[src/hdl/seven_segment_serial_driver_defines.svh]
// assertion macros for the seven-segment serial driver
// each macro expects signals named clock and reset in the using module
`ifndef SEVEN_SEGMENT_SERIAL_DRIVER_DEFINES_SVH
`define SEVEN_SEGMENT_SERIAL_DRIVER_DEFINES_SVH

// antecedent implies consequent in the same cycle
`define SSD_ASSERT_SAME(name, ante, cons, msg) \
   name: assert property (@(posedge clock) disable iff (reset) (ante) |-> (cons)) \
      else $error(msg);

// antecedent implies consequent in the next cycle
`define SSD_ASSERT_NEXT(name, ante, cons, msg) \
   name: assert property (@(posedge clock) disable iff (reset) (ante) |=> (cons)) \
      else $error(msg);

`endif

[src/hdl/ssd_pkg.sv]
// shared types, codes and segment tables for the seven-segment serial driver
// no dependencies
package ssd_pkg;

   localparam logic [1:0]  OP_NUMBER      = 2'd0;
   localparam logic [1:0]  OP_CHARACTER   = 2'd1;
   localparam logic [1:0]  OP_BLANK       = 2'd2;
   localparam logic [13:0] NUMBER_MAX     = 14'd9999;
   localparam logic [7:0]  BLANK_SEGMENTS = 8'hFF;
   localparam int          FRAME_BITS     = 16;
   localparam int          QUEUE_DEPTH    = 4;
   localparam int          BIN_BITS       = 14;

   typedef struct packed {
      logic                  valid;
      logic [FRAME_BITS-1:0] frame;
      logic                  last;
   } ssd_entry_type;

   function automatic logic [7:0] digit_segments(input logic [3:0] d);
      logic [7:0] s;
      case (d)
         4'd0:    s = 8'hC0;
         4'd1:    s = 8'hF9;
         4'd2:    s = 8'hA4;
         4'd3:    s = 8'hB0;
         4'd4:    s = 8'h99;
         4'd5:    s = 8'h92;
         4'd6:    s = 8'h82;
         4'd7:    s = 8'hF8;
         4'd8:    s = 8'h80;
         4'd9:    s = 8'h90;
         default: s = BLANK_SEGMENTS;
      endcase
      return s;
   endfunction

   function automatic logic [7:0] select_pattern(input logic [1:0] pos);
      logic [7:0] s;
      case (pos)
         2'd0:    s = 8'hF1;
         2'd1:    s = 8'hF2;
         2'd2:    s = 8'hF4;
         default: s = 8'hF8;
      endcase
      return s;
   endfunction

   // letters in either case, anything else blanks
   function automatic logic [7:0] letter_segments(input logic [7:0] ch);
      logic [7:0] c;
      logic [4:0] idx;
      logic [7:0] s;
      c = ch;
      if (c >= 8'h61 && c <= 8'h7A) begin
         c = c - 8'd32;
      end
      idx = 5'(c - 8'h41);
      if (c >= 8'h41 && c <= 8'h5A) begin
         case (idx)
            5'd0:    s = 8'h88;
            5'd1:    s = 8'h83;
            5'd2:    s = 8'hC6;
            5'd3:    s = 8'hA1;
            5'd4:    s = 8'h86;
            5'd5:    s = 8'h8E;
            5'd6:    s = 8'hC2;
            5'd7:    s = 8'h89;
            5'd8:    s = 8'hCF;
            5'd9:    s = 8'hE1;
            5'd10:   s = 8'h8A;
            5'd11:   s = 8'hC7;
            5'd12:   s = 8'hEA;
            5'd13:   s = 8'hC8;
            5'd14:   s = 8'hC0;
            5'd15:   s = 8'h8C;
            5'd16:   s = 8'h4A;
            5'd17:   s = 8'hCC;
            5'd18:   s = 8'h92;
            5'd19:   s = 8'h87;
            5'd20:   s = 8'hC1;
            5'd21:   s = 8'hC1;
            5'd22:   s = 8'hD5;
            5'd23:   s = 8'h89;
            5'd24:   s = 8'h91;
            5'd25:   s = 8'hA4;
            default: s = BLANK_SEGMENTS;
         endcase
      end else begin
         s = BLANK_SEGMENTS;
      end
      return s;
   endfunction

endpackage

[src/hdl/seven_segment_serial_driver.sv]
// seven-segment serial driver: request channel in, one serial bit per result beat
// A request beat on req_* carries operation, number_value, character_code and
// digit_position. A number from 0 to 9999 gives four 16-bit frames (thousands
// digit first), a character or blank gives one frame, and out-of-range requests
// give nothing. Each frame leaves on rsp_* as 16 beats, segment byte then
// digit-select byte, msb first; rsp_tuser marks the bit after which the latch
// pulses and rsp_tlast marks the final bit of the request.
// A character passes through the frame queue and the shifter register before its
// first output beat; a number first goes through bcd conversion and the push
// state in the decoder. The shifter sends one bit per cycle while rsp_tready is
// high, with no gap between frames when the next frame is queued; the shifter is
// the limit on sustained rate.
// A four-entry frame queue separates decoder and shifter: the decoder takes new
// requests while the shifter is busy, and req_tready drops while the queue is
// full or a number is being converted and pushed.
// When rsp_tready is low the current bit holds and the queue fills behind it.
// Synchronous reset empties the queue and idles both sides.
module seven_segment_serial_driver #(
   parameter int DIGIT_COUNT = 4
) (
   input  logic        clock,
   input  logic        reset,
   input  logic        req_tvalid,
   output logic        req_tready,
   input  logic [31:0] req_tdata,  // operation[1:0], number_value[15:2],
                                   // character_code[23:16], digit_position[25:24]
   output logic        rsp_tvalid,
   input  logic        rsp_tready,
   output logic [7:0]  rsp_tdata,  // serial_bit[0]
   output logic        rsp_tuser,  // latch_after[0]
   output logic        rsp_tlast
);
   import ssd_pkg::*;

   ssd_entry_type push;
   ssd_entry_type head;
   logic          queue_full;
   logic          pop;

   ssd_front #(
      .DIGIT_COUNT(DIGIT_COUNT)
   ) u_front (
      .clock      (clock),
      .reset      (reset),
      .req_tvalid (req_tvalid),
      .req_tready (req_tready),
      .req_tdata  (req_tdata),
      .queue_full (queue_full),
      .push       (push)
   );

   ssd_queue u_queue (
      .clock (clock),
      .reset (reset),
      .push  (push),
      .full  (queue_full),
      .head  (head),
      .pop   (pop)
   );

   ssd_back u_back (
      .clock      (clock),
      .reset      (reset),
      .head       (head),
      .pop        (pop),
      .rsp_tvalid (rsp_tvalid),
      .rsp_tready (rsp_tready),
      .rsp_tdata  (rsp_tdata),
      .rsp_tuser  (rsp_tuser),
      .rsp_tlast  (rsp_tlast)
   );

endmodule

[src/hdl/ssd_front.sv]
// request decoder: classifies items, splits numbers into bcd digits, pushes frames
// depends on ssd_pkg
module ssd_front #(
   parameter int DIGIT_COUNT = 4
) (
   input  logic                  clock,
   input  logic                  reset,
   input  logic                  req_tvalid,
   output logic                  req_tready,
   input  logic [31:0]           req_tdata,  // operation, number_value, character_code,
                                             // digit_position, zero pad
   input  logic                  queue_full,
   output ssd_pkg::ssd_entry_type push
);
   import ssd_pkg::*;

   typedef enum logic [2:0] {
      ST_IDLE    = 3'b001,
      ST_CONVERT = 3'b010,
      ST_PUSH    = 3'b100
   } state_type;

   localparam logic [1:0] LAST_IDX  = 2'(DIGIT_COUNT - 1);
   localparam logic [3:0] LAST_STEP = 4'(BIN_BITS - 1);

   state_type  state_ff, state_in;
   logic [13:0] bin_ff, bin_in;
   logic [15:0] bcd_ff, bcd_in;
   logic [3:0]  step_ff, step_in;
   logic [1:0]  idx_ff, idx_in;

   logic [1:0]  op;
   logic [13:0] num;
   logic [7:0]  ch;
   logic [1:0]  pos;
   logic        accept;
   logic [15:0] bcd_adj;
   logic [1:0]  nib_sel;
   logic [3:0]  digit;
   logic [7:0]  segs;

   assign op  = req_tdata[1:0];
   assign num = req_tdata[15:2];
   assign ch  = req_tdata[23:16];
   assign pos = req_tdata[25:24];

   assign req_tready = (state_ff == ST_IDLE) && !queue_full;
   assign accept     = req_tvalid && req_tready;

   // thousands digit sits in the top nibble
   assign nib_sel = 2'd3 - idx_ff;
   assign digit   = bcd_ff[{nib_sel, 2'b00} +: 4];

   always_comb begin
      for (int i = 0; i < 4; i++) begin
         bcd_adj[4*i +: 4] = (bcd_ff[4*i +: 4] >= 4'd5) ? bcd_ff[4*i +: 4] + 4'd3
                                                         : bcd_ff[4*i +: 4];
      end
   end

   always_comb begin
      state_in = state_ff;
      bin_in   = bin_ff;
      bcd_in   = bcd_ff;
      step_in  = step_ff;
      idx_in   = idx_ff;
      segs     = BLANK_SEGMENTS;
      push     = '0;
      unique case (state_ff)
         ST_IDLE: begin
            if (accept) begin
               case (op)
                  OP_NUMBER: begin
                     if (num <= NUMBER_MAX) begin
                        bin_in   = num;
                        bcd_in   = '0;
                        step_in  = '0;
                        state_in = ST_CONVERT;
                     end
                  end
                  OP_CHARACTER, OP_BLANK: begin
                     if ({1'b0, pos} < 3'(DIGIT_COUNT)) begin
                        segs       = (op == OP_CHARACTER) ? letter_segments(ch)
                                                          : BLANK_SEGMENTS;
                        push.valid = 1'b1;
                        push.frame = {segs, select_pattern(pos)};
                        push.last  = 1'b1;
                     end
                  end
                  default: ;
               endcase
            end
         end
         ST_CONVERT: begin
            // one double-dabble step per cycle
            bcd_in  = {bcd_adj[14:0], bin_ff[13]};
            bin_in  = {bin_ff[12:0], 1'b0};
            step_in = step_ff + 4'd1;
            if (step_ff == LAST_STEP) begin
               idx_in   = '0;
               state_in = ST_PUSH;
            end
         end
         ST_PUSH: begin
            if (!queue_full) begin
               push.valid = 1'b1;
               push.frame = {digit_segments(digit), select_pattern(idx_ff)};
               push.last  = (idx_ff == LAST_IDX);
               idx_in     = idx_ff + 2'd1;
               if (idx_ff == LAST_IDX) begin
                  state_in = ST_IDLE;
               end
            end
         end
         default: state_in = ST_IDLE;
      endcase
   end

   always_ff @(posedge clock) begin
      if (reset) begin
         state_ff <= ST_IDLE;
      end else begin
         state_ff <= state_in;
      end
      bin_ff  <= bin_in;
      bcd_ff  <= bcd_in;
      step_ff <= step_in;
      idx_ff  <= idx_in;
   end

endmodule

[src/hdl/ssd_queue.sv]
// four-entry frame queue between the decoder and the shifter
// depends on ssd_pkg and seven_segment_serial_driver_defines.svh
`include "seven_segment_serial_driver_defines.svh"
module ssd_queue (
   input  logic                   clock,
   input  logic                   reset,
   input  ssd_pkg::ssd_entry_type push,
   output logic                   full,
   output ssd_pkg::ssd_entry_type head,
   input  logic                   pop
);
   import ssd_pkg::*;

   logic [FRAME_BITS:0] store_ff [QUEUE_DEPTH];
   logic [1:0] wr_ptr_ff, wr_ptr_in;
   logic [1:0] rd_ptr_ff, rd_ptr_in;
   logic [2:0] count_ff, count_in;
   logic       do_push;

   assign full    = (count_ff == 3'(QUEUE_DEPTH));
   assign do_push = push.valid && !full;

   assign head.valid = (count_ff != 3'd0);
   assign head.frame = store_ff[rd_ptr_ff][FRAME_BITS:1];
   assign head.last  = store_ff[rd_ptr_ff][0];

   always_comb begin
      wr_ptr_in = do_push ? wr_ptr_ff + 2'd1 : wr_ptr_ff;
      rd_ptr_in = pop ? rd_ptr_ff + 2'd1 : rd_ptr_ff;
      count_in  = count_ff;
      if (do_push && !pop) begin
         count_in = count_ff + 3'd1;
      end else if (pop && !do_push) begin
         count_in = count_ff - 3'd1;
      end
   end

   always_ff @(posedge clock) begin
      if (reset) begin
         wr_ptr_ff <= '0;
         rd_ptr_ff <= '0;
         count_ff  <= '0;
      end else begin
         wr_ptr_ff <= wr_ptr_in;
         rd_ptr_ff <= rd_ptr_in;
         count_ff  <= count_in;
      end
      if (do_push) begin
         store_ff[wr_ptr_ff] <= {push.frame, push.last};
      end
   end

   `SSD_ASSERT_SAME(a_push_not_full, push.valid, !full, "frame pushed into full queue")
   `SSD_ASSERT_SAME(a_pop_not_empty, pop, head.valid, "pop from empty queue")
   `SSD_ASSERT_SAME(a_count_range, 1'b1, count_ff <= 3'(QUEUE_DEPTH), "queue count overflow")
   `SSD_ASSERT_NEXT(a_count_up, do_push && !pop, count_ff == $past(count_ff) + 3'd1,
                    "queue count did not advance on push")

endmodule

[src/hdl/ssd_back.sv]
// frame shifter: sends each queued frame msb first, one bit per beat
// depends on ssd_pkg
module ssd_back (
   input  logic                   clock,
   input  logic                   reset,
   input  ssd_pkg::ssd_entry_type head,
   output logic                   pop,
   output logic                   rsp_tvalid,
   input  logic                   rsp_tready,
   output logic [7:0]             rsp_tdata,  // serial_bit, zero pad
   output logic                   rsp_tuser,  // latch_after
   output logic                   rsp_tlast
);
   import ssd_pkg::*;

   localparam logic [3:0] LAST_BIT = 4'(FRAME_BITS - 1);

   logic                  active_ff, active_in;
   logic [FRAME_BITS-1:0] shift_ff, shift_in;
   logic [3:0]            cnt_ff, cnt_in;
   logic                  last_ff, last_in;
   logic                  fire;
   logic                  end_bit;

   assign end_bit = (cnt_ff == LAST_BIT);
   assign fire    = active_ff && rsp_tready;
   // next frame loads straight behind the last bit of the current one
   assign pop     = head.valid && (!active_ff || (fire && end_bit));

   assign rsp_tvalid = active_ff;
   assign rsp_tdata  = {7'd0, shift_ff[FRAME_BITS-1]};
   assign rsp_tuser  = end_bit;
   assign rsp_tlast  = end_bit && last_ff;

   always_comb begin
      active_in = active_ff;
      shift_in  = shift_ff;
      cnt_in    = cnt_ff;
      last_in   = last_ff;
      if (pop) begin
         active_in = 1'b1;
         shift_in  = head.frame;
         cnt_in    = '0;
         last_in   = head.last;
      end else if (fire) begin
         if (end_bit) begin
            active_in = 1'b0;
            cnt_in    = '0;
         end else begin
            shift_in = {shift_ff[FRAME_BITS-2:0], 1'b0};
            cnt_in   = cnt_ff + 4'd1;
         end
      end
   end

   always_ff @(posedge clock) begin
      if (reset) begin
         active_ff <= 1'b0;
         cnt_ff    <= '0;
      end else begin
         active_ff <= active_in;
         cnt_ff    <= cnt_in;
      end
      shift_ff <= shift_in;
      last_ff  <= last_in;
   end

endmodule

[config.mk]
export PLATFORM = sky130hd
export DESIGN_NAME = seven_segment_serial_driver
export DESIGN_NICKNAME = d
export VERILOG_FILES = /design/src/hdl/ssd_pkg.sv /design/src/hdl/seven_segment_serial_driver.sv /design/src/hdl/ssd_front.sv /design/src/hdl/ssd_queue.sv /design/src/hdl/ssd_back.sv
export VERILOG_INCLUDE_DIRS = /design/src /design/src/hdl
export SDC_FILE = /design/constraint.sdc
export NUM_CORES = 1
export LEC_CHECK = 0
export CELL_PAD_IN_SITES_DETAIL_PLACEMENT = 1
export CELL_PAD_IN_SITES_GLOBAL_PLACEMENT = 2
export CORE_ASPECT_RATIO = 0.9
export CORE_MARGIN = 8
export CORE_UTILIZATION = 35
export DETAILED_ROUTE_END_ITERATION = 16
export DONT_BUFFER_PORTS = 1
export PLACE_DENSITY_LB_ADDON = 0.2
export SKIP_CTS_REPAIR_TIMING = 1
export SLEW_MARGIN = 20
export SYNTH_ARGS = -nofsm -noshare
export SYNTH_HDL_FRONTEND = slang
export SYNTH_SLANG_ARGS = --single-unit
[constraint.sdc]
create_clock -name clock -period 3.72 [get_ports clock]
set_input_delay 0.744 -clock clock [delete_from_list [all_inputs] [get_ports clock]]
set_output_delay 0.744 -clock clock [all_outputs]
set_load 0.01 [all_outputs]
==> out/metrics.cfg <==
[clock_tree]
clock-root-buffer = clkbuf_16
clock_path_buffers = 2
cts_sinks = 126
cts_tree = done
htree_levels = 4
cts_buffers = 17
clock_latency_ns = 0.42
path_clk_slew_ns = 0.06

[logic_synthesis]
yosysWarnings = 0
synth-simple-area-share = 0.143
yosys_register_bits = 126
synth_common_cells = 110 x nand2_1, 109 x edfxtp_1, 42 x ha_1
synth_compound_area_frac = 0.0886
yosysTopAreaCell = edfxtp_1
synthArstFlopShare = 0
synthFlopType = edfxtp_1
synth.yosys.seq_area_share = 0.540
synth-edff-count = 109
synth_adder_area_share = 0.0815
synth_xor_area_frac = 0.0327
ys_top_cells_by_area = edfxtp_1 49%, ha_1 7.9%, nand2_1 6.2%, mux4_2 6.1%, dfxtp_1 5.1%
avgSynthCellArea_um2 = 11.7
synth_top_area_share = 0.489
postSynthCellCount = 572
synthDistinctLibCells = 67
synth_top_family_by_area = simple AND/OR/NAND/NOR gates
synth_most_common_cell = nand2_1
syn-cell-area_um2 = 6690
synth_mux_area_frac = 0.0750

[placed_design]
hpwl_mm = 10.1
dp_slack_ns = 0.490
place_congestion = 0.763
portBuffers = 0

[sta]
rsz0062_at_grt = no
report.final.slew_viol_count = 0
finalHoldViolCount = 0
tns_ns = 0
setup_slack_ns = 0.899
setup_violations = 0
worst_pin_slew_ns = 0.843
period_share = 0.758
fin_worst_skew_ns = 0.0105
fmax_mhz = 354
relSlewSlack = 0.438
fin_crit_ns = 2.82

[power_and_ir_drop]
vdd_drop_max_v = 0.000309
power_density_nw_per_um2 = 589
p_leak_nw = 2.87

[final_layout]
area_growth_pct = 12.4
final_util = 0.396
fin_nets = 652
final_layout_size_suffix_gt1_frac = 0.119

[die]
die_h_um = 147
initial_core_util = 0.353
core-area_um2 = 19000
die_x_um = 162
rows = 48
die_area_um2 = 23800
num_io_pins = 48

[route]
ant_nets = 0
drc = 0
routed_wl_mm = 14.5
first_pass_iters = 4
vias_per_cell = 5.03
num_vias = 4213
avgRoutedWirePerCell_um = 17.3
drt_iter0_markers = 169

[global_routing]
antenna_found_initial = 1
gr-usage-all-layers = 0.128
grt-ovfl-total = 0
grt_first_pass_wirelength_mm = 23.6
grt_max_degree = 35
grt_pass1_vias = 4477

[worst_setup_path]
crit_required_ns = 3.95
setup.worst_path.class = in2reg
critPathLaunchType = primary input
crit_fanout = 17
critPathArrivalTime_ns = 3.05
worstSetupEndpointType = flop

[flow_run]
cap_violations = 0

[worst_hold_path]
hp-class = in2reg

[outcome]
status = complete, no violations

sequential cells by signal (all words and copies together) (netlist names), named ones only:
register           cells
u_queue.count_ff       3
u_front.bcd_ff        16
u_back.last_ff         1
u_back.cnt_ff          4
u_front.idx_ff         2
u_front.state_ff       3
u_queue.wr_ptr_ff      2
u_front.step_ff        4
u_queue.rd_ptr_ff      2
u_back.rsp_tvalid      1
u_back.shift_ff       16
u_queue.store_ff      56
u_front.bin_ff        14
layout make-up:
type | instances | area (um^2)
Clock buffer | 20 | 447
Inverter | 31 | 119
Antenna cell | 1 | 2.50
Tap cell | 250 | 313
Clock inverter | 12 | 164
Fill cell | 2098 | 11500
Timing Repair Buffer | 3 | 22.5
Sequential cell | 126 | 3610
Multi-Input combinational cell | 394 | 2840
final timing paths:
check	slack [ns]	end	cells past startpoint	startpoint
max	0.90	u_queue.store_ff[2][9]	9	req_tdata[16]
min	0.38	flop	1	reset
max reg2reg	0.96	u_queue.count_ff[2]	9	u_front.state_ff[0]
min reg2reg	0.51	u_queue.wr_ptr_ff[1]	2	u_queue.wr_ptr_ff[1]
layout by cell type, fill, tap and decap left out, types with 7 or more instances in the layout:
cell,instances
nand2_1,110
edfxtp_1,109
ha_1,42
nor2_1,40
inv_1,29
a21oi_1,26
mux4_2,18
clkbuf_16,17
dfxtp_1,16
o21ai_0,15
and2_1,12
xnor2_1,11
xor2_1,9
nand3_1,8
nor3_1,8
mux2i_1,7
nand2b_1,7
conb_1,7
critical path: stages:
cell and delay (ns):
inv_1 0.16, ha_1 0.27, inv_1 0.10, ha_1 0.62
nand2b_1 0.22, or3b_2 0.45, nand3_1 0.10, a221oi_1 0.12
o21ai_1 0.26
metal layers:
layer  GRT usage  wire (um)  part of all wire
met5           0          0                 0
met4      0.0513        251             0.017
met1       0.151       6580              0.45
met3      0.0378        620             0.043
met2       0.213       7030              0.49
per-stage QoR:
step	area (um^2)	total power [mW]	instances	hold slack, ns
4_1_cts	7520	4.49	836	0.368
3_3_place_gp	6910	2.73	804	0.489
2_1_floorplan	6710	2.55	578	0.475
3_5_place_dp	6910	2.77	804	0.504
5_1_grt	7520	4.65	837	0.370
6_report	7520	4.43	837	0.385
logic make-up (layout without fill, tap and decap cells):
group	after synthesis	count (layout)
AOI/OAI and AO/OA	87	87
other	1	8
xor gates and xnor gates	22	22
muxes	27	27
buffers and inverters	58	66
adders and majority gates	43	43
DFF	126	126
and+or+nand+nor	208	208
power breakdown:
group          switching (mW)  internal, mW
registers               0.134          1.81
logic                   0.466         0.315
clock network           0.623          1.08
total                    1.22          3.20
Power figures use the tool's default switching activity.
